### config.mk
export PLATFORM = sky130hd
export DESIGN_NAME = button_press_event_qualifier_top
export DESIGN_NICKNAME = d
export VERILOG_FILES = /design/src/sv/bpeq_pkg.sv /design/src/sv/button_press_event_qualifier_top.sv /design/src/sv/bpeq_lane.sv /design/src/sv/bpeq_merge.sv
export SDC_FILE = /design/constraint.sdc
export NUM_CORES = 2
export LEC_CHECK = 0
export BUFFER_PORTS_ARGS = -buffer_cell sky130_fd_sc_hd__buf_4
export CAP_MARGIN = 10
export CELL_PAD_IN_SITES_DETAIL_PLACEMENT = 0
export CELL_PAD_IN_SITES_GLOBAL_PLACEMENT = 1
export CORE_MARGIN = 1
export CORE_UTILIZATION = 35
export DETAILED_ROUTE_END_ITERATION = 6
export PLACE_DENSITY = 0.62
export SLEW_MARGIN = 20
export SYNTH_ARGS = -nofsm -noshare
export SYNTH_HDL_FRONTEND = slang
export SYNTH_SLANG_ARGS = --single-unit
### constraint.sdc
create_clock -name clk_i -period 28 [get_ports clk_i]
set_clock_uncertainty 0.15 [all_clocks]
set_input_delay 1.4 -clock clk_i [delete_from_list [all_inputs] [get_ports clk_i]]
set_output_delay 1.4 -clock clk_i [all_outputs]
set_load 0.005 [all_outputs]
### src/sv/bpeq_pkg.sv
// Shared types and constants for the button press event qualifier.
// No dependencies; imported by the lane, merge and top modules.
`timescale 1ns / 1ps

package bpeq_pkg;

  // width of the map and button index in a result item
  localparam int unsigned MapW = 10;
  localparam int unsigned IdxOutW = 4;
  localparam int unsigned EdgeButtons = 10;

  typedef enum logic [1:0] {
    EvPress   = 2'd0,
    EvRelease = 2'd1,
    EvClick   = 2'd2,
    EvHold    = 2'd3
  } ev_kind_e;

  typedef enum logic {
    CmdEdge = 1'b0,
    CmdTick = 1'b1
  } cmd_e;

  typedef enum logic [2:0] {
    RegDebounce = 3'd0,
    RegLongPress = 3'd1,
    RegRepeatEn = 3'd2,
    RegRepeatDelay = 3'd3,
    RegRepeatIntv = 3'd4
  } reg_idx_e;

  typedef struct packed {
    logic [15:0] deb_win_ms;
    logic [15:0] long_hold_ms;
    logic        repeat_en;
    logic [15:0] rep_delay_ms;
    logic [15:0] repeat_intv_ms;
  } cfg_t;

  typedef struct packed {
    cmd_e        cmd;
    logic [9:0]  mask;
    logic [9:0]  levels;
    logic [31:0] now;
  } item_t;

  // what one lane found for the current item: up to two events
  typedef struct packed {
    logic        ev0;
    ev_kind_e    kind0;
    logic        ev1;
    ev_kind_e    kind1;
    logic [31:0] held;
    logic        pressed;
  } lane_res_t;

endpackage

### src/sv/button_press_event_qualifier_top.sv
// Top level of the button press event qualifier: registers, control, lanes.
// Depends on bpeq_pkg, bpeq_lane and bpeq_merge.
`timescale 1ns / 1ps

// One lane per button evaluates an item; the merge stage then sends the
// events out one per cycle in button order while the output is not stalled,
// at most two per button for each item, and the next item is taken once the
// last event has been moved into the output register. Tick items ignore mask
// and levels; every event carries the debounced pressed map and the final one
// of an item is marked.
module button_press_event_qualifier_top #(
  parameter int unsigned NumButtons = 10
) (
  input  logic        clk_i,
  input  logic        rst_ni,
  input  logic        in_valid_i,
  output logic        in_ready_o,
  input  logic        command_i,
  input  logic [9:0]  changed_mask_i,
  input  logic [9:0]  raw_levels_i,
  input  logic [31:0] now_ms_i,
  output logic        out_valid_o,
  input  logic        out_ready_i,
  output logic [3:0]  button_index_o,
  output logic [1:0]  event_kind_o,
  output logic [31:0] held_ms_o,
  output logic [31:0] stamp_ms_o,
  output logic [9:0]  pressed_map_o,
  output logic        last_of_run_o,
  input  logic        cfg_we_i,
  input  logic [2:0]  cfg_idx_i,
  input  logic [15:0] cfg_wdata_i
);
  import bpeq_pkg::*;

  typedef enum logic [2:0] {
    StIdle = 3'b001,
    StEval = 3'b010,
    StWalk = 3'b100
  } state_e;

  state_e                state_q, state_d;
  cfg_t                  cfg_q;
  item_t                 item_q;
  lane_res_t             res [NumButtons];
  logic [NumButtons-1:0] old_map;
  logic                  busy, accept, eval;

  assign in_ready_o = (state_q == StIdle);
  assign accept     = in_valid_i && in_ready_o;
  assign eval       = (state_q == StEval);

  // control
  always_comb begin
    state_d = state_q;
    case (state_q)
      StIdle: if (accept) state_d = StEval;
      StEval: state_d = StWalk;
      StWalk: if (!busy) state_d = StIdle;
      default: state_d = StIdle;
    endcase
  end

  always_ff @(posedge clk_i or negedge rst_ni) begin
    if (!rst_ni) begin
      state_q <= StIdle;
    end else begin
      state_q <= state_d;
    end
  end

  // input item register
  always_ff @(posedge clk_i) begin
    if (accept) begin
      item_q.cmd    <= cmd_e'(command_i);
      item_q.mask   <= changed_mask_i;
      item_q.levels <= raw_levels_i;
      item_q.now    <= now_ms_i;
    end
  end

  // configuration registers
  always_ff @(posedge clk_i or negedge rst_ni) begin
    if (!rst_ni) begin
      cfg_q.deb_win_ms     <= 16'd20;
      cfg_q.long_hold_ms   <= 16'd1000;
      cfg_q.repeat_en      <= 1'b0;
      cfg_q.rep_delay_ms   <= 16'd500;
      cfg_q.repeat_intv_ms <= 16'd100;
    end else if (cfg_we_i) begin
      case (cfg_idx_i)
        RegDebounce:    cfg_q.deb_win_ms     <= cfg_wdata_i;
        RegLongPress:   cfg_q.long_hold_ms   <= cfg_wdata_i;
        RegRepeatEn:    cfg_q.repeat_en      <= cfg_wdata_i[0];
        RegRepeatDelay: cfg_q.rep_delay_ms   <= cfg_wdata_i;
        RegRepeatIntv:  cfg_q.repeat_intv_ms <= cfg_wdata_i;
        default: ;
      endcase
    end
  end

  // button lanes
  for (genvar g = 0; g < NumButtons; g++) begin : g_lane
    bpeq_lane #(.LaneIdx(g)) u_lane (
      .clk_i     (clk_i),
      .rst_ni    (rst_ni),
      .eval_i    (eval),
      .item_i    (item_q),
      .cfg_i     (cfg_q),
      .res_o     (res[g]),
      .pressed_o (old_map[g])
    );
  end

  // merge stage
  bpeq_merge #(.NumButtons(NumButtons)) u_merge (
    .clk_i          (clk_i),
    .rst_ni         (rst_ni),
    .load_i         (eval),
    .res_i          (res),
    .old_map_i      (old_map),
    .now_i          (item_q.now),
    .busy_o         (busy),
    .out_valid_o    (out_valid_o),
    .out_ready_i    (out_ready_i),
    .button_index_o (button_index_o),
    .event_kind_o   (event_kind_o),
    .held_ms_o      (held_ms_o),
    .stamp_ms_o     (stamp_ms_o),
    .pressed_map_o  (pressed_map_o),
    .last_of_run_o  (last_of_run_o)
  );

  a_onehot : assert property (@(posedge clk_i) disable iff (!rst_ni)
    $onehot(state_q)) else $error("state not one-hot");
  a_eval_once : assert property (@(posedge clk_i) disable iff (!rst_ni)
    accept |=> (eval ##1 !eval)) else $error("eval not a single cycle");
  a_idle_quiet : assert property (@(posedge clk_i) disable iff (!rst_ni)
    (state_q == StIdle) |-> !busy) else $error("events pending while idle");

endmodule

### src/sv/bpeq_lane.sv
// One button lane: debounce, press/release/click, hold and repeat decisions.
// Depends on bpeq_pkg.
`timescale 1ns / 1ps

module bpeq_lane #(
  parameter int unsigned LaneIdx = 0
) (
  input  logic              clk_i,
  input  logic              rst_ni,
  input  logic              eval_i,
  input  bpeq_pkg::item_t   item_i,
  input  bpeq_pkg::cfg_t    cfg_i,
  output bpeq_pkg::lane_res_t res_o,
  output logic              pressed_o
);
  import bpeq_pkg::*;

  logic        pf_q, pf_d, hf_q, hf_d, rs_q, rs_d;
  logic [31:0] ps_q, ps_d, chg_q, chg_d, rst_q, rst_d;
  logic [31:0] mask_ext, lvl_ext, since_chg, dur, since_rep;
  logic [16:0] first_rep;
  logic        active, pr, hold_now, hf_new, due;

  assign mask_ext  = 32'(item_i.mask);
  assign lvl_ext   = 32'(item_i.levels);
  assign since_chg = item_i.now - chg_q;
  assign dur       = item_i.now - ps_q;
  assign since_rep = item_i.now - rst_q;
  assign first_rep = 17'(cfg_i.long_hold_ms) + 17'(cfg_i.rep_delay_ms);
  assign active    = (LaneIdx < EdgeButtons) && mask_ext[LaneIdx]
                     && (since_chg >= 32'(cfg_i.deb_win_ms));
  assign pr        = !lvl_ext[LaneIdx];
  assign hold_now  = !hf_q && (dur >= 32'(cfg_i.long_hold_ms));
  assign hf_new    = hf_q || hold_now;
  assign due       = rs_q ? (since_rep >= 32'(cfg_i.repeat_intv_ms))
                          : (dur >= 32'(first_rep));

  // event decisions and next state
  always_comb begin
    pf_d = pf_q; hf_d = hf_q; rs_d = rs_q;
    ps_d = ps_q; chg_d = chg_q; rst_d = rst_q;
    res_o.ev0   = 1'b0;
    res_o.kind0 = EvPress;
    res_o.ev1   = 1'b0;
    res_o.kind1 = EvPress;
    res_o.held  = dur;
    if (item_i.cmd == CmdEdge) begin
      res_o.kind1 = EvClick;
      if (active && (pr != pf_q)) begin
        pf_d  = pr;
        chg_d = item_i.now;
        res_o.ev0 = 1'b1;
        if (pr) begin
          ps_d = item_i.now;
          hf_d = 1'b0;
          rs_d = 1'b0;
          res_o.kind0 = EvPress;
          res_o.held  = '0;
        end else begin
          res_o.kind0 = EvRelease;
          res_o.ev1   = !hf_q && (dur < 32'(cfg_i.long_hold_ms));
        end
      end
    end else if (pf_q) begin
      res_o.kind0 = EvHold;
      res_o.ev0   = hold_now;
      hf_d        = hf_new;
      if (cfg_i.repeat_en && hf_new && due) begin
        res_o.ev1 = 1'b1;
        rs_d      = 1'b1;
        rst_d     = item_i.now;
      end
    end
    res_o.pressed = pf_d;
  end

  assign pressed_o = pf_q;

  // per-button state
  always_ff @(posedge clk_i or negedge rst_ni) begin
    if (!rst_ni) begin
      pf_q <= 1'b0; hf_q <= 1'b0; rs_q <= 1'b0;
      ps_q <= '0; chg_q <= '0; rst_q <= '0;
    end else if (eval_i) begin
      pf_q <= pf_d; hf_q <= hf_d; rs_q <= rs_d;
      ps_q <= ps_d; chg_q <= chg_d; rst_q <= rst_d;
    end
  end

endmodule

### src/sv/bpeq_merge.sv
// Merge stage: collects lane events and sends them out in button order.
// Depends on bpeq_pkg.
`timescale 1ns / 1ps

module bpeq_merge #(
  parameter int unsigned NumButtons = 10
) (
  input  logic                clk_i,
  input  logic                rst_ni,
  input  logic                load_i,
  input  bpeq_pkg::lane_res_t res_i [NumButtons],
  input  logic [NumButtons-1:0] old_map_i,
  input  logic [31:0]         now_i,
  output logic                busy_o,
  output logic                out_valid_o,
  input  logic                out_ready_i,
  output logic [3:0]          button_index_o,
  output logic [1:0]          event_kind_o,
  output logic [31:0]         held_ms_o,
  output logic [31:0]         stamp_ms_o,
  output logic [9:0]          pressed_map_o,
  output logic                last_of_run_o
);
  import bpeq_pkg::*;

  localparam int unsigned IdxW = (NumButtons > 1) ? $clog2(NumButtons) : 1;
  localparam int unsigned ExtW = (NumButtons > MapW) ? NumButtons : MapW;

  logic [NumButtons-1:0] p0_q, p0_d, p1_q, p1_d, new_q, old_q;
  ev_kind_e              k0_q [NumButtons];
  ev_kind_e              k1_q [NumButtons];
  logic [31:0]           held_q [NumButtons];
  logic [IdxW-1:0]       sel;
  logic [ExtW-1:0]       old_ext, new_ext, map_ext;
  logic                  emit, last, valid_q;
  logic [NumButtons-1:0] others;

  assign busy_o = |(p0_q | p1_q);
  assign emit   = busy_o && (!valid_q || out_ready_i);

  // lowest pending lane
  always_comb begin
    sel = '0;
    for (int j = NumButtons - 1; j >= 0; j--) begin
      if (p0_q[j] || p1_q[j]) sel = IdxW'(j);
    end
  end

  // pending bits after this emit
  always_comb begin
    p0_d = p0_q;
    p1_d = p1_q;
    if (emit) begin
      if (p0_q[sel]) p0_d[sel] = 1'b0;
      else p1_d[sel] = 1'b0;
    end
    others = p0_d | p1_d;
    last   = (others == '0);
  end

  // map after the emitted event: lanes up to sel show their new state
  assign old_ext = ExtW'(old_q);
  assign new_ext = ExtW'(new_q);
  always_comb begin
    for (int k = 0; k < ExtW; k++) begin
      map_ext[k] = (k <= int'(sel)) ? new_ext[k] : old_ext[k];
    end
  end

  // lane results and pending bits
  always_ff @(posedge clk_i or negedge rst_ni) begin
    if (!rst_ni) begin
      p0_q <= '0;
      p1_q <= '0;
    end else if (load_i) begin
      for (int j = 0; j < NumButtons; j++) begin
        p0_q[j] <= res_i[j].ev0;
        p1_q[j] <= res_i[j].ev1;
      end
    end else begin
      p0_q <= p0_d;
      p1_q <= p1_d;
    end
  end

  always_ff @(posedge clk_i) begin
    if (load_i) begin
      old_q <= old_map_i;
      for (int j = 0; j < NumButtons; j++) begin
        new_q[j]  <= res_i[j].pressed;
        k0_q[j]   <= res_i[j].kind0;
        k1_q[j]   <= res_i[j].kind1;
        held_q[j] <= res_i[j].held;
      end
    end
  end

  // output register
  always_ff @(posedge clk_i or negedge rst_ni) begin
    if (!rst_ni) begin
      valid_q <= 1'b0;
    end else if (emit) begin
      valid_q <= 1'b1;
    end else if (out_ready_i) begin
      valid_q <= 1'b0;
    end
  end

  always_ff @(posedge clk_i) begin
    if (emit) begin
      button_index_o <= IdxOutW'(sel);
      event_kind_o   <= p0_q[sel] ? k0_q[sel] : k1_q[sel];
      held_ms_o      <= held_q[sel];
      stamp_ms_o     <= now_i;
      pressed_map_o  <= map_ext[MapW-1:0];
      last_of_run_o  <= last;
    end
  end

  assign out_valid_o = valid_q;

  a_load_idle : assert property (@(posedge clk_i) disable iff (!rst_ni)
    load_i |-> !busy_o) else $error("lane results loaded while walk busy");
  a_last_done : assert property (@(posedge clk_i) disable iff (!rst_ni)
    (emit && last && !load_i) |=> !busy_o) else $error("events left after last");
  a_emit_pend : assert property (@(posedge clk_i) disable iff (!rst_ni)
    emit |-> (p0_q[sel] || p1_q[sel])) else $error("emit from idle lane");

endmodule
**Word-level counts from Yosys, hierarchy flattened**

Memories as Yosys holds them, arrays and structs flattened. A register that Yosys moved wholly into a read port is not among the register bits.
Index checks and enable logic that the tools add are counted.
W data, S select, Z words.

- Register bits: 1201
- Memories: 3
- Bits of input ports: 77
- Bits in writable memories: 360

Memory list:

| name | depth | width | rd ports | clocked after memory_dff | wr ports | line | source |
|---|---|---|---|---|---|---|---|
| u_merge.held_q | 10 | 32 | 1 | 1 | 10 | bpeq_merge.sv:32 | `logic [31:0] held_q [NumButtons];` |
| u_merge.k0_q | 10 | 2 | 1 | 0 | 10 | bpeq_merge.sv:30 | `ev_kind_e k0_q [NumButtons];` |
| u_merge.k1_q | 10 | 2 | 1 | 0 | 10 | bpeq_merge.sv:31 | `ev_kind_e k1_q [NumButtons];` |

- Muxes and demuxes: 227
- Magnitude comparators: 61
- Add/sub/neg operators: 31
- Reduce and logical (&&, ||, !) cells: 175
- Bitwise logic cells: 16
- Equality and inequality tests: 49

Operator list:

| operator | count |
|---|---|
| $ge A32 B16 Y1 | 30 |
| $sub A32 B32 Y32 | 30 |
| $mux W32 | 20 |
| $mux W34 | 10 |
| $ge A32 B17 Y1 | 10 |
| $lt A32 B16 Y1 | 10 |
| $mux W4 | 40 |
| $mux W1 | 145 |
| $reduce_and A4 Y1 | 30 |
| $logic_and A1 B1 Y1 | 63 |
| $ne A2 B1 Y1 const B | 31 |
| $mux W10 | 6 |
| $reduce_and A5 Y1 | 10 |
| $reduce_and A3 Y1 | 10 |
| $reduce_bool A2 Y1 | 11 |
| $logic_not A1 Y1 | 21 |
| $logic_or A1 B1 Y1 | 21 |
| $and A10 B10 Y10 | 2 |
| $or A10 B10 Y10 | 2 |
| $add A16 B16 Y17 | 1 |
| $le A3 B4 Y1 const A | 4 |
| $reduce_and A2 Y1 | 6 |
| $not A1 Y1 | 11 |
| $logic_not A10 Y1 | 1 |
| 18 further kinds | 34 |

**Depth between registers and ports, before layout**

- Depth in word-level cells: 21
- Mapped depth: 27
- Mapped depth without buffers: 24

**Hierarchy**

A second synthesis with hierarchy kept.

- Cells, all modules: 15978
- Area, all modules: 145493.3 um^2

Modules (own cells, without submodules):

| module | cells an instance | times used | sequential area each (um^2) | area an instance (um^2) |
|---|---|---|---|---|
| bpeq_lane at g_lane[1].u_lane ... | 1454 | 6 | 2477.4 | 12395.6 |
| bpeq_lane at g_lane[0].u_lane ... | 1437 | 2 | 2477.4 | 11985.2 |
| bpeq_merge | 1202 | 1 | 14338.8 | 18489.0 |
| bpeq_lane at g_lane[2].u_lane | 1518 | 1 | 2477.4 | 12373.1 |
| bpeq_lane at g_lane[9].u_lane | 1454 | 1 | 2477.4 | 12025.3 |
| button_press_event_qualifier_top | 206 | 1 | 3315.7 | 4261.6 |

**Least setup slack after synthesis**

No wires, ideal clock.

- Path kind: register to register
- Start point: register state_q[2]
- End point: register u_merge.p0_q[5]
- Data required time: 27283 ps
- Path slack: 14978 ps
- Clock period less this slack: 13022 ps
- Cell stages (with the launch flop): 8
- Path buffers: 3
- Arrival: 12305 ps
- Path through: dfrtp_1 > nand2b_1 > or2_2 > inv_1 > clkbuf_1 > clkbuf_1 > clkbuf_1 > o221ai_1

- Word-level cells in the longest chain between the ends: 2

RTL lines:

| item | line | source |
|---|---|---|
| start, declared | button_press_event_qualifier_top.sv:42 | `state_e state_q, state_d;` |
| start signal, assigned | button_press_event_qualifier_top.sv:66 | `state_q <= StIdle;` |
| start signal, assigned | button_press_event_qualifier_top.sv:68 | `state_q <= state_d;` |
| $eq A3 B2 Y1 | button_press_event_qualifier_top.sv:51 | `assign eval = (state_q == StEval);` |
| $mux W10 | bpeq_merge.sv:75 | `end else if (load_i) begin` |
| end signal, assigned by index | bpeq_merge.sv:77 | `p0_q[j] <= res_i[j].ev0;` |
| end signal, assigned | bpeq_merge.sv:81 | `p0_q <= p0_d;` |
| end, declared | bpeq_merge.sv:29 | `logic [NumButtons-1:0] p0_q, p0_d, p1_q, p1_d, new_q, old_q;` |

Every way passes these cells.
A chain may end at the register's enable or synchronous reset.

**Worst setup path after layout**

- Start point: register item_q[0] (netlist name)
- End point: register g_lane[4].u_lane.rst_q[26]

- Word-level cells in the longest chain between the ends: 7
- Elaborated cells on any way between the ends: 11
- Those cells by class: 2 x add/sub; 3 x order compare; 1 x mux; 5 x reduce/logical

RTL lines:

| item | line | source |
|---|---|---|
| start, declared | button_press_event_qualifier_top.sv:44 | `item_t item_q;` |
| $sub A32 B32 Y32 | bpeq_lane.sv:27 | `assign dur = item_i.now - ps_q;` |
| $ge A32 B16 Y1 | bpeq_lane.sv:33 | `assign hold_now = !hf_q && (dur >= 32'(cfg_i.long_hold_ms));` |
| $logic_and A1 B1 Y1 | bpeq_lane.sv:33 |  |
| $logic_or A1 B1 Y1 | bpeq_lane.sv:34 | `assign hf_new = hf_q \|\| hold_now;` |
| $logic_and A1 B1 Y1 | bpeq_lane.sv:68 | `if (cfg_i.repeat_en && hf_new && due) begin` |
| $logic_and A1 B1 Y1 * | bpeq_lane.sv:68 |  |
| $reduce_and A4 Y1 (no source line) * | n/a |  |
| end signal, assigned | bpeq_lane.sv:86 | `ps_q <= ps_d; chg_q <= chg_d; rst_q <= rst_d;` |
| end, declared | bpeq_lane.sv:19 | `logic [31:0] ps_q, ps_d, chg_q, chg_d, rst_q, rst_d;` |

Every way passes the cells marked *; elsewhere a longest branch is shown, timed or not.

==> impl_metrics.yaml <==
clocking:
  post_cts_resized: 0
  cts-root-buf: "clkbuf_16"
  cts-hold-fix-buffers: 0
  numCtsBuffers: 204
  clock_latency_ns: 0.97
  clk_pin_slew_ns: 0.06
  cts_tree: "yes"
  cts_setup_buffers: 0
  clock-sinks: 1573
  clock_path_buffers: 4
  htree_num_levels: 4
layout:
  n_fill_cell: 38700
  fin_cells: 19900
  area_growth_pct: 11.0
  nets: 16400
  layout_commonest_cell: "ha_1"
  layout-drive-gt1-share_pct: 13.3
  layout_common_cells: "ha_1 (1586), inv_1 (1234), a21oi_1 (1098), dfrtp_1 (1061), nand2_1 (1033)"
placed_design:
  port_buffers: 159
  gp_congestion: 0.922
  hpwlAfterDp_microns: 374000
  pre_cts_ws_ns: 20.36
  dp_cells: 19500
min_path:
  worstHoldStart: "u_merge.new_ext[0]"
  min_path_type: "reg -> reg"
  worstHoldPathCells: 0
  min_to: "u_merge.pressed_map_o[0]"
synth:
  synth_area_leaders: "dfrtp_1 (20%), ha_1 (15%), edfxtp_1 (11%)"
  synth_edf_count: 494
  yosys.area.top_type: "dfrtp_1"
  async_flop_share_pct: 68.6
  netlist_area_sq_um: 133000
  yosysTopAreaCellShare_pct: 19.9
  syn-num-nets: 16300
  synth_area_per_cell_sq_um: 9.13
  ys_types: 118
  synth_seq_cells: 1573
  synth-main-ff-cell: "dfrtp_1"
  synth_seq_area_share_pct: 31.4
  postSynthCellCount: 14600
  yosys_warnings: 0
routing:
  drtAntennaViolNets: 0
  via_count: 113000
  first_pass_iters: 6
  route.detailed.drc: 0
  drt-initial-drc-count: 8845
  vias_per_cell: 5.68
  routed_wl_microns: 504000
  wl_per_cell_microns: 25.3
worst_setup_path:
  cp_max_fo: 34
  setup.worst_path.end_class: "register"
  cp_top_family: "compound AO/OA/AOI/OAI gates"
  r2r_slack_ns: 20.24
  crit_type: "reg -> reg"
  cp_num_cells: 22
  r2r_cells: 22
  cpPeakStageDelay_ns: 0.82
  crit_path_start_kind: "register"
  cp_cell_sequence: "inv_2 > buf_4 > ha_1 > inv_1 > fa_1 > a21o_1 > a221oi_1 > o21ai_0 > a21oi_1 > xnor2_1 > ha_1 > a21o_1 > a2111oi_0 > and3_1 > o2111ai_1 > a211o_1 > a311oi_1 > nand4_1 > nor4_1 > and4_1 > a211o_2 > mux2_2"
  slowest_stage: "a211o_2"
  critPathBufInv: 3
  critical_path_required_ns: 28.61
  rr_endpoint: "g_lane[4].u_lane.rst_q[26]"
  r2r-start: "item_q[0]"
  arrival_ns: 8.37
floorplan:
  dieHeight_microns: 619
  fp-row-count: 226
  die-area_sq_um: 384000
  core_area_sq_um: 379000
  die_w_microns: 619
  pin_count: 160
  start_util_pct: 35.2
global_routing:
  antenna_found_initial: 43
  grt_pass1_wl_microns: 738000
  grt_max_degree: 138
  grt.overflow.total: 0
  grt_pass1_vias: 109000
  gr-usage-all-layers_pct: 25.6
run_status:
  status: "finished clean"
sta:
  finalHoldViolations: 0
  fin_crit_ns: 7.76
  finalCritPeriodShare_pct: 27.7
  fin_setup_tns_ns: 0
  setup-violations-final: 0
  fmax_mhz: 129
  rsz0062_at_grt: "false"
  layout_setup_ws_ns: 20.24
  worst_pin_slew_ns: 1.16
  slew_headroom_pct: 21.9
  slew_violations: 0
run:
  drv_cap: 0
-- stage by stage --
step / utilization (%) / hold slack [ns] / instance area, sq um
floorplan: - / 0.250 / 133000
finish: 39.1 / 0.263 / 148000
global route: 39.1 / 0.279 / 148000
detailed placement: 37.2 / 0.258 / 141000
CTS: 39.1 / 0.258 / 148000
global placement: 37.2 / 0.256 / 141000
-- how the worst max path moves through the flow --
stage / start / to / slack [ns]
finish: item_q[0] / g_lane[4].u_lane.rst_q[26] / 20.24
global route: item_q[0] / g_lane[4].u_lane.rst_q[20] / 19.84
CTS: item_q[0] / g_lane[4].u_lane.rst_q[20] / 20.28
detailed placement: item_q[0] / g_lane[4].u_lane.rst_q[20] / 20.36
global placement: item_q[11] / g_lane[8].u_lane.rst_q[21] / 20.52
floorplan: state_q[2] / u_merge.p0_q[5] / 14.98
-- registers in the layout, summed over array words and instances, names as in the netlist, 20 cells and up --
signal and count:
g_lane.u_lane.rst_q 320, u_merge.stamp_ms_o 32, u_merge.k0_q 20, g_lane.u_lane.chg_q 320, cfg_q 65, u_merge.held_ms_o 32, u_merge.held_q 320, g_lane.u_lane.ps_q 320
item_q 53
-- Yosys cell counts, types with 129 or more instances --
cell	number
xor2_1	273
inv_1	1237
o21ai_0	798
o21a_1	189
nor2_1	874
nand2_1	1036
mux2_2	921
a21oi_1	1099
dfrtp_1	1061
a21o_1	416
and2_1	129
nor3_1	244
clkbuf_1	412
nand4_1	255
edfxtp_1	494
a31oi_1	132
a211oi_1	193
ha_1	1586
xnor2_1	408
nand2b_1	160
nor2b_1	270
nand3_1	334
o211ai_1	168
-- area by class of cell --
type                            instances  area, sq um  area share, %
Antenna cell                            8         20.0         0.0135
Clock buffer                          273         5700           3.85
Clock inverter                        104         1320          0.888
Inverter                             1240         4670           3.15
Multi-Input combinational cell      11300        84900           57.3
Sequential cell                      1573        41900           28.3
Tap cell                             5016         6280           4.24
Timing Repair Buffer                  420         3380           2.28
-- cell families (layout without fill, tap and decap cells) --
kind of cell	Yosys count	count (layout)	synth area share, %
xor gates and xnor gates	681	681	4.47
adders and majority gates	1617	1617	15.3
AOI/OAI and AO/OA	3982	3982	19.6
DFF	1573	1573	31.4
and+or+nand+nor	3881	3881	14.4
other	0	8	0
buffers and inverters	1779	2037	5.22
muxes	1094	1094	9.60
-- layer usage --
metal	wire, microns	up-vias	global-route usage, %
li1	-	53900	-
met1	231000	55800	35.1
met2	228000	2750	41.7
met3	24000	616	2.59
met4	20400	12	9.18
met5	89	-	0
Power is left out: the tool's default activity adds up to more than one toggle a clock period on the data nets, which glitch-free logic cannot reach.
